[src/hw/rtl/ldtw_pkg.sv]
package ldtw_pkg;

    localparam int OPCODE_W     = 2;
    localparam int GRID_ADDR_W  = 4;
    localparam int PAYLOAD_W    = 8;
    localparam int BYTE_W       = 8;
    localparam int IN_TDATA_W   = 16;
    localparam int OUT_TDATA_W  = 8;
    localparam int BIT_IDX_W    = 3;

    localparam int QUEUE_DEPTH_DEF = 2;

    localparam logic [OPCODE_W-1:0] OP_RAW_CMD  = 2'd0;
    localparam logic [OPCODE_W-1:0] OP_DIGIT    = 2'd1;
    localparam logic [OPCODE_W-1:0] OP_LED_BYTE = 2'd2;
    localparam logic [OPCODE_W-1:0] OP_UNUSED   = 2'd3;

    localparam logic [BYTE_W-1:0] GRID_CMD_BASE = 8'hc0;
    localparam logic [BYTE_W-1:0] LED_CMD_RESET = 8'd200;
    localparam logic [BIT_IDX_W-1:0] LAST_BIT   = 3'd7;

    // one frame as the sequencer sees it
    typedef struct packed {
        logic [BYTE_W-1:0] first_byte;
        logic [BYTE_W-1:0] second_byte;
        logic              two_bytes;
    } t_frame;

    // seven-segment pattern, codes 10..19 add the dot, 20 and above blank
    function automatic logic [BYTE_W-1:0] seg_lookup(input logic [PAYLOAD_W-1:0] code);
        logic [BYTE_W-1:0] seg;
        unique case (code)
            8'd0:    seg = 8'h3f;
            8'd1:    seg = 8'h06;
            8'd2:    seg = 8'h5b;
            8'd3:    seg = 8'h4f;
            8'd4:    seg = 8'h66;
            8'd5:    seg = 8'h6d;
            8'd6:    seg = 8'h7d;
            8'd7:    seg = 8'h07;
            8'd8:    seg = 8'h7f;
            8'd9:    seg = 8'h6f;
            8'd10:   seg = 8'hbf;
            8'd11:   seg = 8'h86;
            8'd12:   seg = 8'hdb;
            8'd13:   seg = 8'hcf;
            8'd14:   seg = 8'he6;
            8'd15:   seg = 8'hed;
            8'd16:   seg = 8'hfd;
            8'd17:   seg = 8'h87;
            8'd18:   seg = 8'hff;
            8'd19:   seg = 8'hef;
            default: seg = 8'h00;
        endcase
        return seg;
    endfunction

endpackage

[src/hw/rtl/ldtw_front.sv]
module ldtw_front
    import ldtw_pkg::*;
(
    input  logic                  i_clk,
    input  logic                  i_rst_n,
    input  logic                  i_cfg_we,
    input  logic [BYTE_W-1:0]     i_cfg_wdata,
    input  logic                  i_tvalid,
    output logic                  o_tready,
    input  logic [OPCODE_W-1:0]   i_opcode,
    input  logic [GRID_ADDR_W-1:0] i_grid_address,
    input  logic [PAYLOAD_W-1:0]  i_payload,
    input  logic                  i_q_full,
    output logic                  o_push,
    output t_frame                o_frame
);

    logic [BYTE_W-1:0] r_led_cmd;

    always_ff @(posedge i_clk) begin
        if (!i_rst_n) begin
            r_led_cmd <= LED_CMD_RESET;
        end else if (i_cfg_we) begin
            r_led_cmd <= i_cfg_wdata;
        end
    end

    assign o_tready = !i_q_full;

    // unused opcode is taken and dropped
    assign o_push = i_tvalid && !i_q_full && (i_opcode != OP_UNUSED);

    always_comb begin
        o_frame.first_byte  = i_payload;
        o_frame.second_byte = '0;
        o_frame.two_bytes   = 1'b0;
        unique case (i_opcode)
            OP_RAW_CMD: begin
                o_frame.first_byte = i_payload;
            end
            OP_DIGIT: begin
                o_frame.first_byte  = GRID_CMD_BASE + {{(BYTE_W-GRID_ADDR_W){1'b0}}, i_grid_address};
                o_frame.second_byte = seg_lookup(i_payload);
                o_frame.two_bytes   = 1'b1;
            end
            OP_LED_BYTE: begin
                o_frame.first_byte  = r_led_cmd;
                o_frame.second_byte = i_payload;
                o_frame.two_bytes   = 1'b1;
            end
            default: begin
                o_frame.two_bytes = 1'b0;
            end
        endcase
    end

endmodule

[src/hw/rtl/ldtw_queue.sv]
module ldtw_queue
    import ldtw_pkg::*;
#(
    parameter int DEPTH = QUEUE_DEPTH_DEF
) (
    input  logic   i_clk,
    input  logic   i_rst_n,
    input  logic   i_push,
    input  t_frame i_frame,
    output logic   o_full,
    input  logic   i_pop,
    output logic   o_head_valid,
    output t_frame o_head
);

    localparam int PTR_W = (DEPTH > 1) ? $clog2(DEPTH) : 1;
    localparam int CNT_W = $clog2(DEPTH + 1);

    t_frame             r_entry [DEPTH];
    logic [PTR_W-1:0]   r_wr_ptr;
    logic [PTR_W-1:0]   r_rd_ptr;
    logic [CNT_W-1:0]   r_count;
    logic [PTR_W-1:0]   n_wr_ptr;
    logic [PTR_W-1:0]   n_rd_ptr;

    assign o_full       = (r_count == CNT_W'(DEPTH));
    assign o_head_valid = (r_count != '0);
    assign o_head       = r_entry[r_rd_ptr];

    assign n_wr_ptr = (r_wr_ptr == PTR_W'(DEPTH - 1)) ? '0 : r_wr_ptr + 1'b1;
    assign n_rd_ptr = (r_rd_ptr == PTR_W'(DEPTH - 1)) ? '0 : r_rd_ptr + 1'b1;

    always_ff @(posedge i_clk) begin
        if (i_push) begin
            r_entry[r_wr_ptr] <= i_frame;
        end
    end

    always_ff @(posedge i_clk) begin
        if (!i_rst_n) begin
            r_wr_ptr <= '0;
            r_rd_ptr <= '0;
            r_count  <= '0;
        end else begin
            if (i_push) begin
                r_wr_ptr <= n_wr_ptr;
            end
            if (i_pop) begin
                r_rd_ptr <= n_rd_ptr;
            end
            if (i_push && !i_pop) begin
                r_count <= r_count + 1'b1;
            end else if (i_pop && !i_push) begin
                r_count <= r_count - 1'b1;
            end
        end
    end

    a_no_overflow: assert property (@(posedge i_clk) disable iff (!i_rst_n)
        i_push |-> (!o_full || i_pop))
        else $error("frame queue overflow");

    a_count_bound: assert property (@(posedge i_clk) disable iff (!i_rst_n)
        r_count <= CNT_W'(DEPTH))
        else $error("frame queue count out of range");

endmodule

[src/hw/rtl/ldtw_back.sv]
module ldtw_back
    import ldtw_pkg::*;
(
    input  logic   i_clk,
    input  logic   i_rst_n,
    input  logic   i_head_valid,
    input  t_frame i_head,
    output logic   o_pop,
    output logic   o_tvalid,
    input  logic   i_tready,
    output logic   o_clock_level,
    output logic   o_data_level,
    output logic   o_frame_end
);

    localparam logic [1:0] ST_IDLE  = 2'd0;
    localparam logic [1:0] ST_START = 2'd1;
    localparam logic [1:0] ST_BITS  = 2'd2;
    localparam logic [1:0] ST_STOP  = 2'd3;

    logic [1:0]           r_state, n_state;
    logic [1:0]           r_phase, n_phase;
    logic [BIT_IDX_W-1:0] r_bit, n_bit;
    logic                 r_sel, n_sel;
    logic                 r_two, n_two;
    logic                 r_prev, n_prev;
    logic [BYTE_W-1:0]    r_byte, n_byte;
    logic [BYTE_W-1:0]    r_second, n_second;

    logic r_out_valid;
    logic r_out_clk;
    logic r_out_dat;
    logic r_out_end;

    logic w_adv;
    logic w_slot_clk;
    logic w_slot_dat;
    logic w_slot_end;

    assign w_adv = (r_state != ST_IDLE) && (!r_out_valid || i_tready);

    always_comb begin
        n_state    = r_state;
        n_phase    = r_phase;
        n_bit      = r_bit;
        n_sel      = r_sel;
        n_two      = r_two;
        n_prev     = r_prev;
        n_byte     = r_byte;
        n_second   = r_second;
        o_pop      = 1'b0;
        w_slot_clk = 1'b0;
        w_slot_dat = 1'b0;
        w_slot_end = 1'b0;
        unique case (r_state)
            ST_IDLE: begin
                if (i_head_valid) begin
                    o_pop    = 1'b1;
                    n_byte   = i_head.first_byte;
                    n_second = i_head.second_byte;
                    n_two    = i_head.two_bytes;
                    n_state  = ST_START;
                    n_phase  = 2'd0;
                end
            end
            ST_START: begin
                w_slot_clk = (r_phase != 2'd2);
                w_slot_dat = (r_phase == 2'd0);
                if (w_adv) begin
                    if (r_phase == 2'd2) begin
                        n_state = ST_BITS;
                        n_phase = 2'd0;
                        n_bit   = '0;
                        n_sel   = 1'b0;
                        n_prev  = 1'b0;
                    end else begin
                        n_phase = r_phase + 2'd1;
                    end
                end
            end
            ST_BITS: begin
                w_slot_clk = (r_phase == 2'd2);
                w_slot_dat = (r_phase == 2'd0) ? r_prev : r_byte[0];
                if (w_adv) begin
                    if (r_phase == 2'd2) begin
                        n_phase = 2'd0;
                        n_prev  = r_byte[0];
                        n_byte  = {1'b0, r_byte[BYTE_W-1:1]};
                        n_bit   = r_bit + 1'b1;
                        if (r_bit == LAST_BIT) begin
                            if (!r_sel && r_two) begin
                                n_byte = r_second;
                                n_sel  = 1'b1;
                                n_prev = 1'b0;
                                n_bit  = '0;
                            end else begin
                                n_state = ST_STOP;
                            end
                        end
                    end else begin
                        n_phase = r_phase + 2'd1;
                    end
                end
            end
            ST_STOP: begin
                w_slot_clk = 1'b1;
                w_slot_dat = (r_phase == 2'd1);
                w_slot_end = (r_phase == 2'd1);
                if (w_adv) begin
                    if (r_phase == 2'd1) begin
                        n_phase = 2'd0;
                        if (i_head_valid) begin
                            o_pop    = 1'b1;
                            n_byte   = i_head.first_byte;
                            n_second = i_head.second_byte;
                            n_two    = i_head.two_bytes;
                            n_state  = ST_START;
                        end else begin
                            n_state = ST_IDLE;
                        end
                    end else begin
                        n_phase = r_phase + 2'd1;
                    end
                end
            end
            default: begin
                n_state = ST_IDLE;
            end
        endcase
    end

    always_ff @(posedge i_clk) begin
        if (!i_rst_n) begin
            r_state     <= ST_IDLE;
            r_phase     <= '0;
            r_bit       <= '0;
            r_sel       <= 1'b0;
            r_out_valid <= 1'b0;
        end else begin
            r_state <= n_state;
            r_phase <= n_phase;
            r_bit   <= n_bit;
            r_sel   <= n_sel;
            if (w_adv) begin
                r_out_valid <= 1'b1;
            end else if (i_tready) begin
                r_out_valid <= 1'b0;
            end
        end
    end

    always_ff @(posedge i_clk) begin
        r_two    <= n_two;
        r_prev   <= n_prev;
        r_byte   <= n_byte;
        r_second <= n_second;
        if (w_adv) begin
            r_out_clk <= w_slot_clk;
            r_out_dat <= w_slot_dat;
            r_out_end <= w_slot_end;
        end
    end

    assign o_tvalid      = r_out_valid;
    assign o_clock_level = r_out_clk;
    assign o_data_level  = r_out_dat;
    assign o_frame_end   = r_out_end;

    a_pop_needs_head: assert property (@(posedge i_clk) disable iff (!i_rst_n)
        o_pop |-> i_head_valid)
        else $error("pop from empty frame queue");

    a_stop_phase: assert property (@(posedge i_clk) disable iff (!i_rst_n)
        (r_state == ST_STOP) |-> (r_phase <= 2'd1))
        else $error("stop phase out of range");

    a_idle_after_end: assert property (@(posedge i_clk) disable iff (!i_rst_n)
        (w_adv && r_state == ST_STOP && r_phase == 2'd1 && !i_head_valid)
        |=> (r_state == ST_IDLE))
        else $error("sequencer did not go idle after frame end");

endmodule

[src/hw/rtl/led_digit_two_wire_writer_unit.sv]
// two-wire led driver frame writer: each request word on the slave stream becomes one
// frame of pin slots on the master stream, one output word per slot (clock level, data
// level, tlast on the final stop slot). opcode 0 sends the payload as one raw command byte,
// opcode 1 sends 0xc0 plus the grid address and then the seven-segment byte for digit code
// payload (0..9 digits, 10..19 digits with dot, 20 and above blank), opcode 2 sends the
// led command register and then the payload; opcode 3 is accepted and dropped. a frame is
// a start (3 slots), 3 slots per bit lsb first, and a stop (2 slots): 29 output words for
// one byte, 53 for two. the slot sequencer issues one output word per cycle while the
// master side keeps tready high; an idle sequencer takes the next frame from its idle
// state. a small frame queue sits between the request decoder and the sequencer, so
// requests are taken while a frame is going out. the user must write the command register
// through i_cfg_we / i_cfg_wdata only while the block is idle, which it does not enforce.
module led_digit_two_wire_writer_unit
    import ldtw_pkg::*;
#(
    parameter int QUEUE_DEPTH = QUEUE_DEPTH_DEF
) (
    input  logic                   i_clk,
    input  logic                   i_rst_n,

    // led command register write
    input  logic                   i_cfg_we,
    input  logic [BYTE_W-1:0]      i_cfg_wdata,

    // request words
    input  logic                   i_s_axis_tvalid,
    output logic                   o_s_axis_tready,
    input  logic [IN_TDATA_W-1:0]  i_s_axis_tdata,   // grid_address [3:0], payload [11:4], zero
    input  logic [OPCODE_W-1:0]    i_s_axis_tuser,   // opcode [1:0]

    // pin slot words
    output logic                   o_m_axis_tvalid,
    input  logic                   i_m_axis_tready,
    output logic [OUT_TDATA_W-1:0] o_m_axis_tdata,   // clock_level [0], data_level [1], zero
    output logic                   o_m_axis_tlast    // frame_end
);

    // decoded frame handed to the queue
    t_frame w_push_frame;
    logic   w_push;
    logic   w_q_full;

    // queue head towards the sequencer
    t_frame w_head;
    logic   w_head_valid;
    logic   w_pop;

    logic   w_clock_level;
    logic   w_data_level;

    // request decoder and command register
    ldtw_front u_front (
        .i_clk          (i_clk),
        .i_rst_n        (i_rst_n),
        .i_cfg_we       (i_cfg_we),
        .i_cfg_wdata    (i_cfg_wdata),
        .i_tvalid       (i_s_axis_tvalid),
        .o_tready       (o_s_axis_tready),
        .i_opcode       (i_s_axis_tuser),
        .i_grid_address (i_s_axis_tdata[GRID_ADDR_W-1:0]),
        .i_payload      (i_s_axis_tdata[GRID_ADDR_W+PAYLOAD_W-1:GRID_ADDR_W]),
        .i_q_full       (w_q_full),
        .o_push         (w_push),
        .o_frame        (w_push_frame)
    );

    // frame queue, decouples decoding from slot output
    ldtw_queue #(
        .DEPTH (QUEUE_DEPTH)
    ) u_queue (
        .i_clk        (i_clk),
        .i_rst_n      (i_rst_n),
        .i_push       (w_push),
        .i_frame      (w_push_frame),
        .o_full       (w_q_full),
        .i_pop        (w_pop),
        .o_head_valid (w_head_valid),
        .o_head       (w_head)
    );

    // slot sequencer with registered output word
    ldtw_back u_back (
        .i_clk         (i_clk),
        .i_rst_n       (i_rst_n),
        .i_head_valid  (w_head_valid),
        .i_head        (w_head),
        .o_pop         (w_pop),
        .o_tvalid      (o_m_axis_tvalid),
        .i_tready      (i_m_axis_tready),
        .o_clock_level (w_clock_level),
        .o_data_level  (w_data_level),
        .o_frame_end   (o_m_axis_tlast)
    );

    assign o_m_axis_tdata = {{(OUT_TDATA_W-2){1'b0}}, w_data_level, w_clock_level};

endmodule

[config.mk]
export PLATFORM = sky130hd
export DESIGN_NAME = led_digit_two_wire_writer_unit
export DESIGN_NICKNAME = d
export VERILOG_FILES = /design/src/hw/rtl/ldtw_pkg.sv /design/src/hw/rtl/ldtw_front.sv /design/src/hw/rtl/ldtw_queue.sv /design/src/hw/rtl/ldtw_back.sv /design/src/hw/rtl/led_digit_two_wire_writer_unit.sv
export SDC_FILE = /design/constraint.sdc
export NUM_CORES = 1
export LEC_CHECK = 0
export BUFFER_PORTS_ARGS = -buffer_cell sky130_fd_sc_hd__buf_2
export CAP_MARGIN = 20
export CORE_MARGIN = 10
export CORE_UTILIZATION = 45
export CTS_CLUSTER_SIZE = 14
export DETAILED_ROUTE_END_ITERATION = 16
export GPL_TIMING_DRIVEN = 0
export PLACE_DENSITY_LB_ADDON = 0.3
export SLEW_MARGIN = 10
export SYNTH_ARGS = -nofsm -noshare
export SYNTH_HDL_FRONTEND = slang
export SYNTH_SLANG_ARGS = --single-unit
[constraint.sdc]
create_clock -name i_clk -period 2 [get_ports i_clk]
set_input_delay 0.1 -clock i_clk [delete_from_list [all_inputs] [get_ports i_clk]]
set_output_delay 0.1 -clock i_clk [all_outputs]
set_load 0.005 [all_outputs]
Word level (Yosys, flattened, before mapping). Memories as Yosys holds them, arrays and structs flattened. A register that Yosys moved wholly into a read port is not among the register bits. Cells that the tools add are included.

Add/sub/neg operators: 7. Reductions and logical operators: 30. Equality and inequality tests: 22. Multiplexer cells: 73.

Operator list (count): $mux 8 (11); $pmux 8 s2 (3); $mux 2 (16); $mux 1 (27); $pmux 8 s3 (1); $ne 2x1->1 const B (10); $mux 3 (6); $reduce_bool 2->1 (6); $eq 2x2->1 const B (5); $reduce_and 5->1 (2); $reduce_and 9->1 (1); $add 7x5->8 const A (1); $pmux 1 s2 (4); $pmux 2 s4 (1); $reduce_and 7->1 (1); $eq 2x1->1 const B (3); $logic_and 1x1->1 (6); $ne 2x2->1 const B (3); $pmux 1 s3 (2); $pmux 2 s3 (1); $pmux 3 s2 (1); $reduce_and 3->1 (2); $logic_not 1->1 (5); $add 2x1->2 const B (2); 9 further kinds (12).

Bits in registers: 42. Bits in writable memories: 34. Memories: 2. Input bits: 31. Output and inout bits: 11. ROM bits: 256. Logic and storage cells: 150.

Memories: (no name shown) (words 32, bits a word 8, rd ports 1, clocked after memory_dff 0, wr ports 0, RTL line ldtw_pkg.sv:32) `unique case (code)`; u_queue.r_entry (words 2, bits a word 17, rd ports 1, clocked after memory_dff 1, wr ports 1, RTL line ldtw_queue.sv:19) `t_frame r_entry [DEPTH];`.

Logic depth before layout (Yosys ltp). Gate-level depths: netlist of the first run.

Depth in word-level cells: 8. Mapped depth: 9. Depth with buffers taken out: 8.

Modules after synthesis. From an unflattened synthesis of the first run, not the netlist that was laid out.

Cells, all modules: 342. Area, all modules: 4003.8 um^2.

Modules (own cells, without submodules): ldtw_back (area each 1522.7 um^2, cells each 137, seq. area each 810.8 um^2, instances 1); ldtw_queue (area each 1446.4 um^2, cells each 75, seq. area each 1121.1 um^2, instances 1); ldtw_front (area each 970.9 um^2, cells each 121, seq. area each 160.2 um^2, instances 1); led_digit_two_wire_writer_unit (area each 63.8 um^2, cells each 9, seq. area each 0.0 um^2, instances 1).

Least setup slack after synthesis of the first run. No wires, ideal clock.

Kind: register to register. Start: reg u_back.r_state[0]. End: reg u_queue.r_count[1]. Path buffers: 1. Setup time: 0.076 ns. Stages on the path, launching flop included: 9. Required time: 1.924 ns. Arrival time: 2.083 ns. Period minus slack after synthesis: 2.159 ns. Setup slack: -0.159 ns. Cells stage by stage: dfxtp_1 -> inv_1 -> ha_1 -> buf_2 -> a31oi_1 -> or3_1 -> ha_1 -> or3_1 -> a21boi_0.

Word-level cells in the longest chain between the ends: 7. Elaborated cells between the ends (all ways): 11. Classes of those cells: eq/ne: 1; mux: 3; reduce/logical: 7.

Ends and longest elaborated chain: start: declaration (RTL line ldtw_back.sv:21) `logic [1:0] r_state, n_state;`; start signal: assignment (RTL line ldtw_back.sv:140) `r_state <= n_state;`; $reduce_bool 2->1 (RTL line ldtw_back.sv:40) `assign w_adv = (r_state != ST_IDLE) && (!r_out_valid || i_tready);`; $logic_and 1x1->1 (RTL line ldtw_back.sv:40); $mux 1 (RTL line ldtw_back.sv:109) `if (w_adv) begin`; $pmux 1 s2 (*) (RTL line ldtw_back.sv:55) `unique case (r_state)`; $logic_not 1->1 (RTL line ldtw_queue.sv:51) `if (i_push && !i_pop) begin`; $logic_and 1x1->1 (RTL line ldtw_queue.sv:51); $mux 2 or $reduce_bool 2->1 (tied branches); end signal: assignment (RTL line ldtw_queue.sv:52) `r_count <= r_count + 1'b1;`; end signal: assignment (RTL line ldtw_queue.sv:54) `r_count <= r_count - 1'b1;`; end: declaration (RTL line ldtw_queue.sv:22) `logic [CNT_W-1:0] r_count;`.

Every way passes the cells marked *; elsewhere a longest branch is shown, timed or not. A chain may end at the register's enable or synchronous reset.

Final worst setup path of the first run. Same ends and word-level chain as after synthesis.

==> flow_summary.ini, run 1 <==
[outcome]
run_status = completed

[detailed_routing]
dr_total_vias = 2734
drc = 0
wirelength_um = 7797
dr.first_iter.drc_count = 96
wl_per_cell_um = 14.99
viasPerCell = 5.258
drt.antenna.violating_nets = 0
dr.pass1.iters = 4

[flow_run]
maxCapViolations = 0

[synthesis]
synth_compound_area_frac = 0.1391
synthAdderAreaFrac = 0.05175
synth_area_mm2 = 0.003869
netlist.area_leader.share = 0.4269
ys_types = 53
seq_area_frac_synth = 0.5408
yosys_warnings = 0
synth-seq-cells = 77
synth_top_family_by_area = compound AO/OA/AOI/OAI gates
synthTopCellsByArea = edfxtp_1 (43%), dfxtp_1 (11%), ha_1 (5.2%)
async_flop_share = 0
synthSimpleGateAreaFrac = 0.1307
avgSynthCellArea_um2 = 11.21
synth_ff_type = edfxtp_1
syn_inst = 345
synth_edf_count = 55
yosys.area.top_type = edfxtp_1
synthMuxAreaShare = 0.08118
synth_xor_area_frac = 0.006792

[timing]
rsz0062_at_grt = yes
tns_ns = 0
finalCritPeriodShare = 0.9739
setup_violations = 0
slew_headroom = 0.6336
finalHoldViolCount = 0
worst_pin_slew_ns = 0.5496
fin_ws_ns = 0.05224
clock.fmax_mhz = 513.4
min_period_ns = 1.948
finalMaxSlewViolations = 0
finClkSkew_ns = 0.01637

[cells_and_area]
layout.cells.non_filler = 520
area_delta_synth_final_pct = 19.40
stdcell_area_mm2 = 0.004619
fill_cells = 723
fin_nets = 457
antenna_cells = 0
drive_gt1_frac = 0.2482

[die]
die_h_um = 112.7
io_pins = 42
coreArea_mm2 = 0.008299
chipWidth_um = 112.7
die_area_mm2 = 0.01271
placement_rows = 33
start_util = 0.4662

[global_routing]
grt_pass1_vias = 2804
grt_overflow_total = 0
antenna_found_initial = 0
grt_pass1_wl_um = 13190
grt_max_degree = 18
grtUsageTotal = 0.1247

[hold_path]
hold_path.class = in -> reg

[pwr]
seq_power_share = 0.433
switchingPower_mw = 1.748
clkPwrFrac = 0.214
total_power_mw = 5.388
comb_power_share = 0.354
cellPowerDensity_mw_per_mm2 = 1166
p_leak_nw = 1.787
p_sw_frac = 0.3245
ir_worst_vdd_v = 0.0005693
power.internal_mw = 3.640

[clock_network]
cts_made_buffers = 9
cts_root_buffer = clkbuf_8
tritoncts = built
clk_pin_slew_ns = 0.09
htreeDepth = 3
insertion_delay_ns = 0.35
clockBufferDepth = 2
cts_sinks = 77

[place]
dp_slack_ns = -0.3674
port_buffers = 29
routabilityCongestion = 0.8542
hpwl_um = 5714
place_area_mm2 = 0.004200
placed_cells = 485

[worst_setup_path]
end_kind = flop
crit_fanout = 5
path_class = reg -> reg
critPathLaunchType = flop
crit_required_ns = 2.29
cp.arrival_ns = 2.24
-- final timing paths --
check / cells past startpoint / to / start / slack (ns)
setup reg to reg: 8 / u_queue.r_count[1] / u_back.r_state[0] / 0.05
hold reg to reg: 2 / u_back.r_bit[2] / u_back.r_bit[2] / 0.47
hold / removal: 3 / u_front.r_led_cmd[4] / i_cfg_wdata[4] / 0.02
setup / recovery: 8 / u_queue.r_count[1] / u_back.r_state[0] / 0.05
-- layout by cell type (no fill, tap or decap), drive strengths merged, types with 2 or more instances in the layout --
master,count
edfxtp,55
buf,55
nand2,30
clkbuf,27
a21oi,26
dfxtp,22
mux2i,19
o21ai,19
nor2b,18
ha,16
inv,16
nor2,14
mux2,11
a211oi,8
a21boi,7
conb,6
dlygate4sd3,6
and2,6
a221oi,5
nand2b,5
or3,5
a31oi,4
nand3b,4
a22oi,4
o22ai,3
nand3,2
xnor2,2
-- power groups by stage --
stage               Combinational (mW)  Sequential (mW)  Clock [mW]
finish                            1.91             2.33        1.15
global route                      2.09             2.37        1.26
floorplan                         1.20             2.31           0
detailed placement                1.58             2.37           0
global placement                  1.54             2.36           0
CTS                               1.82             2.33        1.17
-- synthesized netlist by cell type, types with 2 or more instances --
library cell,number
o21ai_1,3
dfxtp_1,22
mux2i_1,19
a211oi_1,7
edfxtp_1,55
a31oi_1,4
o21ai_0,15
buf_4,8
clkbuf_1,16
nand2b_1,4
o22ai_1,3
buf_2,4
a221oi_1,5
xnor2_1,2
nor2_1,13
a21oi_1,25
nor2b_1,17
a22oi_1,4
inv_1,13
nand2_1,30
a21boi_0,4
ha_1,16
nand3b_1,4
nand3_1,2
mux2_2,11
and2_1,6
or3_1,5
a21boi_1,3
-- critical path, cell delays in order (launching register included) --
cell and delay [ns]:
dfxtp_4 0.38, ha_1 0.16, buf_6 0.12, a31oi_1 0.07, or3_4 0.41, ha_4 0.17
xor2_1 0.14, or3_1 0.32, a21boi_1 0.12
-- stage by stage --
stage / util / hold WS [ns]
CTS: 0.5497 / 0.01010
finish: 0.5566 / 0.01804
global placement: 0.5040 / 0.3146
detailed placement: 0.5061 / 0.3226
global route: 0.5566 / 0.02856
floorplan: - / 0.2284
-- sequential cells by signal, summed over array words and instances (netlist names), 2 cells and up, named ones only --
| name | count |
|---|---|
| u_back.r_bit | 3 |
| u_back.r_byte | 8 |
| u_back.r_phase | 2 |
| u_back.r_second | 8 |
| u_back.r_state | 2 |
| u_front.r_led_cmd | 8 |
| u_queue.r_count | 2 |
| u_queue.r_entry | 34 |
-- kinds of logic after synthesis --
logic type | after synthesis
other | 1
buffers and inverters | 41
DFF | 77
adders and majority gates | 16
xor gates and xnor gates | 3
and+or+nand+nor | 93
muxes | 30
AOI/OAI and AO/OA | 84
-- layout make-up --
class                           instances  area (µm²)  share of cell area
Timing Repair Buffer                   49       330.3             0.07151
Tap cell                              105       131.4             0.02844
Clock inverter                          5       37.54            0.008126
Clock buffer                           11       162.7             0.03521
Inverter                               13       53.80             0.01165
Multi-Input combinational cell        232        1652              0.3575
Buffer                                 28       152.6             0.03304
Sequential cell                        77        2100              0.4545
-- layer usage --
layer	routed length (µm)	share of wire	vias up	global-route usage
li1	-	-	1370	-
met2	3816	0.49	60	0.2016
met4	115	0.015	0	0.05245
met3	407	0.052	13	0.04226
met1	3458	0.44	1291	0.1480
met5	0	0	-	0
-- repair_timing --
| action | CTS | global route |
|---|---|---|
| endpoints found under the setup margin | 18 | 17 |
| hold buffers | 6 | 0 |
| pin swaps | 1 | 3 |
| buffers inserted | 7 | 6 |
| cloned | 0 | 0 |
| endpoints found under the hold margin | 6 | 0 |
| resized for setup | 9 | 6 |
(Power assumes the default switching activity.)
==> run 2, diff against run 1 <==
--- a/config.mk
+++ b/config.mk
@@ -8,7 +8,7 @@
 export BUFFER_PORTS_ARGS = -buffer_cell sky130_fd_sc_hd__buf_2
 export CAP_MARGIN = 20
 export CORE_MARGIN = 10
-export CORE_UTILIZATION = 45
+export CORE_UTILIZATION = 53
 export CTS_CLUSTER_SIZE = 14
 export DETAILED_ROUTE_END_ITERATION = 16
 export GPL_TIMING_DRIVEN = 0
==> run 2 against run 1 <==
Compared with the run above: count of clock-buffer cells in the layout is the same; flip-flop and latch count unchanged; first-iteration DRC count rose by 23%; the flow now finishes with violations (negative setup slack); core utilization is 7.2 points higher; clock power is 7% lower; largest power group unchanged; critical path type unchanged; design area fell by 2.4%; largest cell class unchanged.
==> flow_summary.ini, run 2 (same netlist as run 1, synthesis figures left out) <==
[outcome]
run_status = finished with violations
violations = negative setup slack

[pwr]
p_sw_frac = 0.3267
ir_worst_vdd_v = 0.0005540
p_leak_nw = 1.734
clkPwrFrac = 0.203
power.internal_mw = 3.530
cellPowerDensity_mw_per_mm2 = 1162
comb_power_share = 0.352
seq_power_share = 0.445
switchingPower_mw = 1.713

[die]
io_pins = 42
placement_rows = 31
die_area_mm2 = 0.01112
die_h_um = 105.4
chipWidth_um = 105.4
start_util = 0.5391
coreArea_mm2 = 0.007176

[worst_setup_path]
cp.arrival_ns = 2.28
worstPathCellList = inv_4 > ha_4 > buf_6 > a31oi_1 > or3_4 > ha_4 > xor2_1 > or3_1 > a21boi_1
r2r-start = u_back.r_state[1]
end_kind = flop
crit_path_max_incr_delay_ns = 0.41
path_class = reg -> reg
regToRegEndpoint = u_queue.r_count[1]
crit_required_ns = 2.28
critPathMostFrequentCell = ha_4
reg2reg_depth = 9
critPathLaunchType = flop
reg2reg_setup_slack_ns = -0.003
crit_slowest_cell = or3_4
crit_fanout = 4

[cells_and_area]
fin_nets = 447
area_delta_synth_final_pct = 16.59
largest_register_ffs = 34
drive_gt1_frac = 0.2444
antenna_cells = 0
layout_common_cells = edfxtp_1 (55), buf_2 (31), nand2_1 (30)
multi_input_area_mm2 = 0.001658
regMostFlops = u_queue.r_entry
layout_commonest_cell = edfxtp_1
fill_cells = 584
stdcell_area_mm2 = 0.004511
seq_area_mm2 = 0.002100

[place]
routabilityCongestion = 0.8735
place_area_mm2 = 0.004193
port_buffers = 29
dp_slack_ns = -0.4009
hpwl_um = 5594

[clock_network]
clockBufferDepth = 2
cts_root_buffer = clkbuf_8
tritoncts = built
insertion_delay_ns = 0.34
htreeDepth = 3
clk_pin_slew_ns = 0.08
cts_made_buffers = 9
cts_sinks = 77

[timing]
slew_headroom = 0.6192
tns_ns = -0.003257
rsz0062_at_grt = yes
finalCritPeriodShare = 1.002
min_period_ns = 2.003
finalMaxSlewViolations = 0
finClkSkew_ns = 0.008137
fin_ws_ns = -0.003257
finalHoldViolCount = 0
hold_ws_ns = 0.01961
clock.fmax_mhz = 499.2
setup_violations = 1
worst_pin_slew_ns = 0.5712

[hold_path]
hold_depth = 3
min_from = i_cfg_wdata[1]
hold_path.class = in -> reg
min_to = u_front.r_led_cmd[1]

[global_routing]
grtUsageTotal = 0.1411
grt_max_degree = 18
grt_pass1_vias = 2672
grt_pass1_wl_um = 12860
antenna_found_initial = 0
grt_overflow_total = 0

[detailed_routing]
dr.pass1.iters = 5
viasPerCell = 5.351
wl_per_cell_um = 15.34
drt.antenna.violating_nets = 0
wirelength_um = 7730
dr_total_vias = 2697
dr.first_iter.drc_count = 118
drc = 0

[flow_run]
maxCapViolations = 0
==> run 2: cell types whose count changed in the layout (fill, tap and decap cells not counted), sizes merged <==
cell	previous run	this run
buf	55	48
clkinv	1	5
clkinvlp	1	0
dlygate4sd3	6	3
inv	16	13
==> run 2: what timing repair did <==
item                                    CTS  global route
pin swaps                                 1             1
hold buffers                              3             0
endpoints found under the setup margin   19            27
gates resized for setup                  12             6
setup buffers                             6             0
endpoints found under the hold margin     3             0
==> run 2: worst max path at each step <==
stage	startpoint	endpoint	slack, ns	cells past startpoint
after floorplan	u_back.r_state[0]	u_queue.r_count[1]	0.02	8
after global placement	u_queue.r_count[0]	u_queue.r_entry[0][2]	-0.40	3
after detailed placement	u_back.r_state[0]	u_back.r_byte[5]	-0.40	6
after CTS	u_back.r_state[1]	u_queue.r_count[1]	0.005	9
after global routing	u_back.r_state[1]	u_queue.r_count[1]	-0.04	9
final	u_back.r_state[1]	u_queue.r_count[1]	-0.003	9
==> run 2: final cells by class <==
class                           count  share of cell area
Sequential cell                    77              0.4655
Multi-Input combinational cell    232              0.3675
Timing Repair Buffer               39             0.05492
Clock buffer                       11             0.03384
Buffer                             28             0.03384
Tap cell                           99             0.02746
Inverter                           13             0.01137
Clock inverter                      5            0.005548
==> run 2: power groups by stage <==
stage	registers, mW	logic, mW	clock network [mW]
after floorplan	2.31	1.20	0
final	2.33	1.85	1.07
after detailed placement	2.37	1.60	0
after global placement	2.36	1.53	0
after global routing	2.36	2.02	1.16
after CTS	2.33	1.82	1.08
==> run 2: worst max-delay path, delay by kind of cell, from the launching register on <==
kind / cells / cell delay (ns)
and+or+nand+nor: 2 / 0.73
DFF: 1 / 0.36
adders and majority gates: 2 / 0.34
buffers and inverters: 2 / 0.19
AOI/OAI and AO/OA: 2 / 0.18
xor gates and xnor gates: 1 / 0.14
==> run 2: per-layer routing <==
metal / track usage / part of all wire / up-vias
li1: - / - / 1351
met3: 0.04689 / 0.061 / 6
met5: 0 / 0 / -
met2: 0.2169 / 0.48 / 83
met4: 0.05588 / 0.0054 / 0
met1: 0.1797 / 0.46 / 1257
==> run 2: through the flow <==
step	utilization	total power, mW	instances
after global placement	0.5819	3.884	478
after detailed placement	0.5843	3.967	479
final	0.6286	5.243	504
after global routing	0.6286	5.548	504
after floorplan	-	3.512	350
after CTS	0.6272	5.232	504
==> run 3, diff against run 2 <==
--- a/config.mk
+++ b/config.mk
@@ -8,7 +8,7 @@
 export BUFFER_PORTS_ARGS = -buffer_cell sky130_fd_sc_hd__buf_2
 export CAP_MARGIN = 20
 export CORE_MARGIN = 10
-export CORE_UTILIZATION = 53
+export CORE_UTILIZATION = 49
 export CTS_CLUSTER_SIZE = 14
 export DETAILED_ROUTE_END_ITERATION = 16
 export GPL_TIMING_DRIVEN = 0
==> run 3 against run 2 <==
Compared with the run above: the run now ends clean; fmax rose by 2.2%; clock power rose by 18%; design area rose by 1.3%; critical path depth fell by 2; final cell count rose by 1.2%; power rose by 3.2%; count of clock-buffer cells in the layout fell by 1; first-iteration DRC count rose by 20%; die area rose by 6.6%; global-route usage fell by 0.23 points; worst hold slack got worse by 0.016 ns; sequential share of layout area fell by 0.67 points; critical path type unchanged; largest cell class unchanged.
==> flow_summary.ini, run 3 (same netlist as run 1, synthesis figures left out) <==
[outcome]
run_status = completed

[worst_setup_path]
r2r-start = u_back.r_state[1]
crit_required_ns = 2.29
regToRegEndpoint = u_queue.r_count[1]
cp.arrival_ns = 2.25
path_class = reg -> reg
reg2reg_setup_slack_ns = 0.04
critPathLaunchType = flop
crit_fanout = 8
end_kind = flop
reg2reg_depth = 7

[global_routing]
grtUsageTotal = 0.1388
antenna_found_initial = 0
grt_overflow_total = 0
grt_max_degree = 18
grt_pass1_wl_um = 13010
grt_pass1_vias = 2734

[die]
placement_rows = 32
io_pins = 42
coreArea_mm2 = 0.007687
die_h_um = 108.9
chipWidth_um = 108.9
start_util = 0.5033
die_area_mm2 = 0.01185

[pwr]
ir_worst_vdd_v = 0.0005621
cellPowerDensity_mw_per_mm2 = 1184
p_leak_nw = 1.749

[detailed_routing]
drc = 0
highest_layer = met4
wl_met2_um = 3625
wl_met1_um = 3556
dr.pass1.iters = 4
dr.first_iter.drc_count = 142
drt.antenna.violating_nets = 0
wirelength_um = 7680
met3_length_um = 405
dr_total_vias = 2674
wl_per_cell_um = 15.06
viasPerCell = 5.243

[hold_path]
min_from = i_cfg_wdata[2]
min_to = u_front.r_led_cmd[2]
hold_path.class = in -> reg
hold_depth = 3

[timing]
finalMaxSlewViolations = 0
slew_headroom = 0.6286
clock.fmax_mhz = 509.9
worst_pin_slew_ns = 0.5571
finalHoldViolCount = 0
fin_ws_ns = 0.03901
finalCritPeriodShare = 0.9805
min_period_ns = 1.961
finClkSkew_ns = 0.01157
setup_violations = 0
rsz0062_at_grt = yes

[flow_run]
maxCapViolations = 0

[clock_network]
htreeDepth = 3
cts_made_buffers = 9
clockBufferDepth = 2
cts_sinks = 77
tritoncts = built
cts_root_buffer = clkbuf_8
insertion_delay_ns = 0.35
clk_pin_slew_ns = 0.08

[cells_and_area]
layout_commonest_cell = edfxtp_1
largest_register_ffs = 34
antenna_cells = 0
fin_util = 0.5946
regMostFlops = u_queue.r_entry
fin_nets = 450
layout_common_cells = edfxtp_1 (55), buf_2 (31), nand2_1 (30)
fill_cells = 633
area_delta_synth_final_pct = 18.14
drive_gt1_frac = 0.2353
layout.cells.non_filler = 510

[place]
hpwl_um = 5608
routabilityCongestion = 0.8939
dp_slack_ns = -0.3067
placed_cells = 482
port_buffers = 29
-- run 3: worst max-delay path by stage --
stage	start	to	slack (ns)	cells past startpoint
global route	u_back.r_state[1]	u_queue.r_count[1]	-0.04	8
finish	u_back.r_state[1]	u_queue.r_count[1]	0.04	7
global placement	u_queue.r_count[0]	u_queue.r_entry[0][4]	-0.41	3
detailed placement	u_back.r_state[0]	u_back.r_byte[5]	-0.31	6
floorplan	u_back.r_state[0]	u_queue.r_count[1]	0.02	8
CTS	u_back.r_state[0]	u_queue.r_count[1]	-0.02	8
-- run 3: routing by layer --
layer,GRT usage,vias to the layer above
met5,0,-
met4,0.05179,0
met3,0.04720,10
met2,0.2164,54
met1,0.1752,1251
li1,-,1359
-- run 3: where the power goes --
part | internal, mW | total [mW] | switching, mW
registers | 2.18 | 2.34 | 0.164
logic | 0.840 | 1.81 | 0.967
clock network | 0.700 | 1.26 | 0.561
-- run 3: repair_timing --
action / CTS / global route
endpoints found under the hold margin: 5 / 0
setup buffers: 5 / 2
pin swaps: 1 / 1
resized for setup: 10 / 3
hold buffers: 5 / 0
setup endpoints to repair: 18 / 26
-- run 3: final cells by class --
class	instances	area, µm²	share of cell area
inverter	13	51.30	0.01122
sequential	77	2097	0.4588
multi-input combinational	232	1652	0.3613
timing repair buffer	42	275.3	0.06022
tap	102	127.6	0.02792
buffer	28	152.6	0.03340
clock buffer	10	127.6	0.02792
clock inverter	6	87.58	0.01916
-- run 3: per-stage QoR --
step | total power, mW | hold WS (ns) | setup TNS [ns] | cell area (µm²)
floorplan | 3.512 | 0.2284 | 0 | 3906
global placement | 3.886 | 0.3137 | -10.20 | 4179
detailed placement | 3.944 | 0.3194 | -3.359 | 4197
CTS | 5.414 | 0.001058 | -0.01773 | 4548
global route | 5.749 | 0.002749 | -0.04191 | 4571
finish | 5.411 | 0.003839 | 0 | 4571
-- run 3: worst max-delay path: stages, from the launching register on --
cell and delay, ns:
dfxtp_2 0.39, inv_4 0.06, ha_4 0.28, or3_4 0.42
ha_4 0.17, xor2_1 0.14, or3_1 0.31, a21boi_1 0.12
